File: src/rtl/deq_pkg.sv
// Shared types, constants and slot arithmetic for the double-ended queue.
package deq_pkg;

	localparam int DEPTH       = 16;
	localparam int ADDR_W      = (DEPTH > 1) ? $clog2(DEPTH) : 1;
	localparam int CNT_W       = $clog2(DEPTH + 1);
	localparam int SUM_W       = CNT_W + 1;
	localparam int WORD_W      = 32;
	localparam int REQ_W       = 3;
	localparam int COUNT_OUT_W = 5;

	localparam logic signed [WORD_W-1:0] EMPTY_WORD = '1;

	typedef enum logic [REQ_W-1:0] {
		REQ_PUSH_BACK  = 3'd0,
		REQ_PUSH_FRONT = 3'd1,
		REQ_POP_BACK   = 3'd2,
		REQ_POP_FRONT  = 3'd3,
		REQ_READ       = 3'd4
	} req_code_t;

	typedef struct packed {
		logic [REQ_W-1:0]         req_type;
		logic signed [WORD_W-1:0] push_value;
	} deq_req_t;

	typedef struct packed {
		logic signed [WORD_W-1:0] front_value;
		logic signed [WORD_W-1:0] back_value;
		logic [COUNT_OUT_W-1:0]   element_count;
		logic                     empty_error;
		logic                     overflow;
	} deq_rsp_t;

	// Memory access and status for one accepted request.
	typedef struct packed {
		logic                     wr_en;
		logic [ADDR_W-1:0]        wr_addr;
		logic signed [WORD_W-1:0] wr_data;
		logic [ADDR_W-1:0]        front_addr;
		logic [ADDR_W-1:0]        back_addr;
		logic [CNT_W-1:0]         count;
		logic                     empty_error;
		logic                     overflow;
	} deq_ctl_t;

	// Ring slot base + offset, offset at most DEPTH.
	function automatic logic [ADDR_W-1:0] slot_add(input logic [ADDR_W-1:0] base,
		input logic [CNT_W-1:0] offset);
		logic [SUM_W-1:0] sum;
		sum = SUM_W'(base) + SUM_W'(offset);
		if (sum >= SUM_W'(DEPTH)) begin
			sum = sum - SUM_W'(DEPTH);
		end
		return ADDR_W'(sum);
	endfunction

	function automatic logic [ADDR_W-1:0] slot_before(input logic [ADDR_W-1:0] base);
		logic [ADDR_W-1:0] prev;
		if (base == '0) begin
			prev = ADDR_W'(DEPTH - 1);
		end else begin
			prev = base - ADDR_W'(1);
		end
		return prev;
	endfunction

endpackage

File: src/rtl/deq_ram.sv
// Generic RAM: one write port, two read ports with registered read data.
module deq_ram #(
	parameter int WIDTH = 32,
	parameter int DEPTH = 16
) (
	input  logic                             clk,
	input  logic                             wr_en,
	input  logic [$clog2(DEPTH)-1:0]         wr_addr,
	input  logic [WIDTH-1:0]                 wr_data,
	input  logic [$clog2(DEPTH)-1:0]         rd_addr_a,
	input  logic [$clog2(DEPTH)-1:0]         rd_addr_b,
	output logic [WIDTH-1:0]                 rd_data_a,
	output logic [WIDTH-1:0]                 rd_data_b
);

	logic [WIDTH-1:0] mem_q [DEPTH];
	logic [WIDTH-1:0] rd_data_a_q;
	logic [WIDTH-1:0] rd_data_b_q;

	always_ff @(posedge clk) begin
		if (wr_en) begin
			mem_q[wr_addr] <= wr_data;
		end
		rd_data_a_q <= mem_q[rd_addr_a];
		rd_data_b_q <= mem_q[rd_addr_b];
	end

	assign rd_data_a = rd_data_a_q;
	assign rd_data_b = rd_data_b_q;

endmodule

File: src/rtl/deq_ctrl.sv
// Pointer and count state of the ring, and the memory access for each request.
module deq_ctrl (
	input  logic              clk,
	input  logic              arst_n,
	input  logic              accept,
	input  deq_pkg::deq_req_t req,
	output deq_pkg::deq_ctl_t ctl
);

	logic [deq_pkg::ADDR_W-1:0] first_q;
	logic [deq_pkg::CNT_W-1:0]  count_q;
	logic [deq_pkg::ADDR_W-1:0] first_nxt;
	logic [deq_pkg::CNT_W-1:0]  count_nxt;
	logic                       full;
	logic                       empty;

	assign full  = (count_q == deq_pkg::CNT_W'(deq_pkg::DEPTH));
	assign empty = (count_q == '0);

	always_comb begin
		first_nxt       = first_q;
		count_nxt       = count_q;
		ctl.wr_en       = 1'b0;
		ctl.wr_addr     = deq_pkg::slot_add(first_q, count_q);
		ctl.wr_data     = req.push_value;
		ctl.empty_error = 1'b0;
		ctl.overflow    = 1'b0;
		case (req.req_type)
			deq_pkg::REQ_PUSH_BACK: begin
				if (full) begin
					ctl.overflow = 1'b1;
				end else begin
					ctl.wr_en = 1'b1;
					count_nxt = count_q + deq_pkg::CNT_W'(1);
				end
			end
			deq_pkg::REQ_PUSH_FRONT: begin
				if (full) begin
					ctl.overflow = 1'b1;
				end else begin
					first_nxt   = deq_pkg::slot_before(first_q);
					ctl.wr_en   = 1'b1;
					ctl.wr_addr = first_nxt;
					count_nxt   = count_q + deq_pkg::CNT_W'(1);
				end
			end
			deq_pkg::REQ_POP_BACK, deq_pkg::REQ_POP_FRONT: begin
				if (empty) begin
					ctl.empty_error = 1'b1;
				end else begin
					if (req.req_type == deq_pkg::REQ_POP_FRONT) begin
						first_nxt = deq_pkg::slot_add(first_q, deq_pkg::CNT_W'(1));
					end
					count_nxt = count_q - deq_pkg::CNT_W'(1);
					if (count_nxt == '0) begin
						first_nxt = '0;
					end
				end
			end
			default: begin
			end
		endcase
		ctl.count      = count_nxt;
		ctl.front_addr = first_nxt;
		ctl.back_addr  = deq_pkg::slot_add(first_nxt,
			(count_nxt == '0) ? '0 : count_nxt - deq_pkg::CNT_W'(1));
	end

	always_ff @(posedge clk or negedge arst_n) begin
		if (!arst_n) begin
			first_q <= '0;
			count_q <= '0;
		end else if (accept) begin
			first_q <= first_nxt;
			count_q <= count_nxt;
		end
	end

endmodule

File: src/rtl/double_ended_queue_core.sv
// Bounded double-ended queue of signed words in a ring held in one RAM.
// The result strobe (done) rises in the cycle after the request is accepted.
// Throughput: one request per cycle; busy stays low, since pointer state updates at accept.
// The RAM's read data is registered; a same-cycle write is forwarded.
// Reset (arst_n low, asynchronous) empties the deque and drops any pending result.
// Results are shown for exactly one cycle; the receiver cannot stall them.
module double_ended_queue_core (
	input  logic              clk,
	input  logic              arst_n,
	input  logic              start,
	output logic              busy,
	input  deq_pkg::deq_req_t req,
	output logic              done,
	output deq_pkg::deq_rsp_t rsp
);

	logic                             accept;
	deq_pkg::deq_ctl_t                ctl;
	logic [deq_pkg::WORD_W-1:0]       front_rd;
	logic [deq_pkg::WORD_W-1:0]       back_rd;

	// Result stage: status of the request whose RAM reads are in flight.
	logic                             done_s1;
	logic [deq_pkg::CNT_W-1:0]        count_s1;
	logic                             empty_error_s1;
	logic                             overflow_s1;
	logic                             fwd_front_s1;
	logic                             fwd_back_s1;
	logic signed [deq_pkg::WORD_W-1:0] wr_data_s1;

	// Every request completes in a single pass; no request is ever held off.
	assign busy   = 1'b0;
	assign accept = start && !busy;

	deq_ctrl u_ctrl (
		.clk    (clk),
		.arst_n (arst_n),
		.accept (accept),
		.req    (req),
		.ctl    (ctl)
	);

	// Write the pushed beat and read both ends at the new pointers in the same cycle.
	deq_ram #(
		.WIDTH (deq_pkg::WORD_W),
		.DEPTH (deq_pkg::DEPTH)
	) u_ram (
		.clk       (clk),
		.wr_en     (accept && ctl.wr_en),
		.wr_addr   (ctl.wr_addr),
		.wr_data   (ctl.wr_data),
		.rd_addr_a (ctl.front_addr),
		.rd_addr_b (ctl.back_addr),
		.rd_data_a (front_rd),
		.rd_data_b (back_rd)
	);

	always_ff @(posedge clk or negedge arst_n) begin
		if (!arst_n) begin
			done_s1 <= 1'b0;
		end else begin
			done_s1 <= accept;
		end
	end

	// Payload of the result stage; capture only on accept.
	always_ff @(posedge clk) begin
		if (accept) begin
			count_s1       <= ctl.count;
			empty_error_s1 <= ctl.empty_error;
			overflow_s1    <= ctl.overflow;
			// The RAM returns old data when read and written at one address: forward.
			fwd_front_s1   <= ctl.wr_en && (ctl.wr_addr == ctl.front_addr);
			fwd_back_s1    <= ctl.wr_en && (ctl.wr_addr == ctl.back_addr);
			wr_data_s1     <= ctl.wr_data;
		end
	end

	always_comb begin
		rsp.element_count = deq_pkg::COUNT_OUT_W'(count_s1);
		rsp.empty_error   = empty_error_s1;
		rsp.overflow      = overflow_s1;
		if (count_s1 == '0) begin
			rsp.front_value = deq_pkg::EMPTY_WORD;
			rsp.back_value  = deq_pkg::EMPTY_WORD;
		end else begin
			rsp.front_value = fwd_front_s1 ? wr_data_s1 : $signed(front_rd);
			rsp.back_value  = fwd_back_s1 ? wr_data_s1 : $signed(back_rd);
		end
	end

	assign done = done_s1;

endmodule

File: config.mk
export PLATFORM = sky130hd
export DESIGN_NAME = double_ended_queue_core
export DESIGN_NICKNAME = d
export VERILOG_FILES = /design/src/rtl/deq_pkg.sv /design/src/rtl/deq_ram.sv /design/src/rtl/deq_ctrl.sv /design/src/rtl/double_ended_queue_core.sv
export SDC_FILE = /design/constraint.sdc
export NUM_CORES = 1
export LEC_CHECK = 0
export BUFFER_PORTS_ARGS = -buffer_cell sky130_fd_sc_hd__buf_2
export CAP_MARGIN = 10
export CORE_MARGIN = 8
export CORE_UTILIZATION = 62
export DETAILED_ROUTE_END_ITERATION = 10
export PLACE_DENSITY = 0.8
export SYNTH_ARGS = -nofsm -noshare
export SYNTH_HDL_FRONTEND = slang
export SYNTH_HIERARCHICAL = 1
export SYNTH_SLANG_ARGS = --single-unit
File: constraint.sdc
create_clock -name clk -period 6.2 [get_ports clk]
set_input_delay 0.62 -clock clk [delete_from_list [all_inputs] [get_ports clk]]
set_output_delay 0.62 -clock clk [all_outputs]
set_load 0.03 [all_outputs]
==> flow_summary.toml <==
[clock_tree]
cts.sinks = 627
htreeDepth = 2
postCtsSetupBuffers = 0
cts_buffer_depth = 3
clk_latency_ns = 0.63
cts_tree = "done"
cts_buffers = 61
cts-root-buf = "clkbuf_16"
path_clk_slew_ns = 0.06

[die]
num_rows = 78
fp.dieArea_um2 = 52800
die_w_um = 230
io_pins = 111
start_util_pct = 62.5
core-area_um2 = 45300
die_h_um = 230

[timing]
setup_violations = 0
tightest_slew_ns = 1.15
setup_ws_ns = 0.600
finalSetupTns_ns = 0
skew_ns = 0.0156
clock.fmax_ghz = 0.179
fin_crit_ns = 5.60
holdWs_ns = 0.362
maxSlewViolCount = 0
slew_headroom_pct = 23.2
rsz0062_at_grt = "no"
period_share_pct = 90.3
hold_violations = 0

[logic_synthesis]
syn_area_um2 = 28300
synth_cell_type_count = 69
synth_area_per_cell_um2 = 18.2
syn_inst = 1555
synth_ff_type = "edfxtp_1"
syn_nets = 1609
ys.warnings.count = 6
synth_seq_cells = 627
synth-async-reset-ratio_pct = 1.59
synth-edff-count = 553
synth_seq_area_share_pct = 64.0

[final_layout]
multi_input_area_um2 = 9470
finalNetCount = 1678
syn2layout_area_growth_pct = 10.9
regArea_um2 = 18100
fillCellCount = 2776
postLayoutCellArea_um2 = 31400
drive_gt1_share_pct = 33.2
fin_util_pct = 69.4

[worst_hold_path]
hp-start = "req[11]"
holdPathEnd = "u_ram/mem_q[3][11]$_DFFE_PP_"
worstHoldPathCells = 1
hold_path_class = "input pin to flip-flop"

[placement]
place_congestion = 0.836
dp.final_hpwl_um = 39200
dp_slack_ns = 0.788
io_buffer_count = 109
place_area_um2 = 29400

[drt]
drc = 0
via_per_inst = 7.08
via_count = 16100
wl_per_cell_um = 31.2
firstDrtPassIters = 5
detail-route-antenna-nets = 0
routed_wl_um = 71100
drtIter0Drc = 1952

[critical_path]
crit_top_cell = "ha_1"
worstPathArrival_ns = 6.16
critical_path_required_ns = 6.76
worst-path-buf-inv = 3
critPathLaunchType = "flip-flop"
rrSetupSlack_ns = 0.60
rr_worst_depth = 19
cp_slowest_stage_delay_ns = 0.64
r2r_end = "u_ram/rd_data_b[11]$_DFF_P_"
cp_top_family = "simple AND/OR/NAND/NOR gates"
critPathCaptureType = "flip-flop"
criticalPathCategory = "flip-flop to flip-flop"
path_cells = "inv_1, ha_1, or4b_1, mux2i_1, a221o_2, inv_2, ha_1, o211ai_1, nor3_2, nor2_1, ha_1, a21o_1, a21oi_1, xnor2_2, xnor2_1, nor2b_4, buf_4, a22oi_1, nand2_1"
worstPathMaxFanout = 25
slowest_stage = "xnor2_1"
worst_r2r_startpoint = "u_ctrl/count_q[1]$_DFFE_PN0P_"

[grt]
overflow = 0
first_global_vias = 16800
grt_util_all_layers_pct = 26.9
grt_pass1_wl_um = 106000
grt_max_degree = 101
antenna_found_initial = 6

[run_status]
status = "finished clean"

[pwr]
power.density_nw_per_um2 = 601
power.leakage_uw = 0.0106
peakVddDrop_mv = 0.845

[job]
maxCapViolCount = 0
==> where the power goes <==
part	total [uW]	switching (uW)	internal (uW)	leakage (uW)
Sequential	5370	236	5130	0.00567
Clock	3720	1580	2140	0.000985
Combinational	9800	5630	4170	0.00398
Total	18900	7450	11400	0.0106
==> Yosys cell counts, types with 4 or more instances <==
cell,count,area share [%]
mux4_2,256,20
xnor2_1,5,0.15
or3b_2,4,0.12
a31oi_1,4,0.088
a21oi_1,8,0.14
nor2_1,27,0.36
nor3_1,9,0.16
nor2b_1,7,0.15
nand2b_1,9,0.20
dfrtp_1,10,0.88
nand3_1,7,0.12
inv_1,13,0.17
o21ai_0,14,0.25
xor2_1,8,0.25
ha_1,14,0.62
nand2_1,140,1.9
dfxtp_1,64,4.5
clkbuf_1,45,0.60
mux2i_1,68,2.4
edfxtp_1,553,59
a22oi_1,129,3.4
buf_1,13,0.17
buf_6,12,0.48
buf_2,22,0.39
buf_4,54,1.4
==> final cells by class <==
type | count | area share [%]
Multi-Input combinational cell | 767 | 30.1
Inverter | 15 | 0.179
Sequential cell | 627 | 57.7
Timing Repair Buffer | 152 | 3.13
Tap cell | 600 | 2.39
Clock buffer | 92 | 5.62
Clock inverter | 24 | 0.816
Antenna cell | 1 | 0.00797
==> through the flow <==
step                      cells  power [uW]
after floorplan            1555       12300
after global placement     2160       14800
after detailed placement   2160       15100
after CTS                  2277       18900
after global routing       2278       19600
final                      2278       18900
==> how the worst max path moves through the flow <==
stage / from / to / slack [ns] / cells past startpoint
2_1_floorplan: u_ctrl/count_q[1]$_DFFE_PN0P_ / u_ram/mem_q[0][0]$_DFFE_PP_ / 1.20 / 10
4_1_cts: u_ctrl/count_q[1]$_DFFE_PN0P_ / u_ram/rd_data_b[11]$_DFF_P_ / 0.75 / 19
6_report: u_ctrl/count_q[1]$_DFFE_PN0P_ / u_ram/rd_data_b[11]$_DFF_P_ / 0.60 / 19
3_3_place_gp: u_ctrl/count_q[1]$_DFFE_PN0P_ / u_ram/rd_data_b[25]$_DFF_P_ / 1.06 / 16
5_1_grt: u_ctrl/count_q[1]$_DFFE_PN0P_ / u_ram/rd_data_b[8]$_DFF_P_ / 0.32 / 19
3_5_place_dp: u_ctrl/count_q[1]$_DFFE_PN0P_ / u_ram/rd_data_b[4]$_DFF_P_ / 0.79 / 19
==> registers in the layout (all words and copies together) (netlist names) <==
register         cells
count_s1             5
done                 1
empty_error_s1       1
fwd_back_s1          1
fwd_front_s1         1
overflow_s1          1
u_ctrl/count_q       5
u_ctrl/first_q       4
u_ram/mem_q        512
u_ram/rd_data_a     32
u_ram/rd_data_b     32
wr_data_s1          32
==> logic make-up after synthesis <==
kind of cell | count (synthesis) | synth area share, %
buf+inv | 161 | 3.26
compound gates | 178 | 4.65
simple gates | 230 | 3.87
xor+xnor | 15 | 0.517
fa+ha+maj | 16 | 0.760
other cells | 1 | 0.0132
flops | 627 | 64.0
mux | 327 | 22.9
==> cell usage in the layout (no fill, tap or decap), types with 8 or more instances in the layout <==
cell type	count
a21oi_1	8
a22oi_1	129
buf_12	9
buf_2	109
buf_4	33
clkbuf_1	20
clkbuf_16	62
clkbuf_8	10
clkinv_2	8
dfrtp_1	10
dfxtp_1	64
edfxtp_1	553
ha_1	13
inv_1	13
mux2i_1	68
mux4_2	256
nand2_1	140
nand2b_1	9
nor2_1	13
nor2_4	14
o21ai_0	13
xor2_1	8
==> layer usage <==
metal  wire, um  part of all wire (%)  vias to the layer above  track usage, %
met2      34500                    49                     1037            43.5
met5         57                 0.080                        -               0
met3       7960                    11                      178            5.36
met4       2600                   3.7                        8            10.5
li1           -                     -                     6534               -
met1      25900                    37                     8376            36.0
==> repair_timing <==
action                    4_1_cts  5_1_grt
resized for setup               0        0
hold buffers                    1        0
hold endpoints to repair       10        0
(Power assumes the default switching activity.)
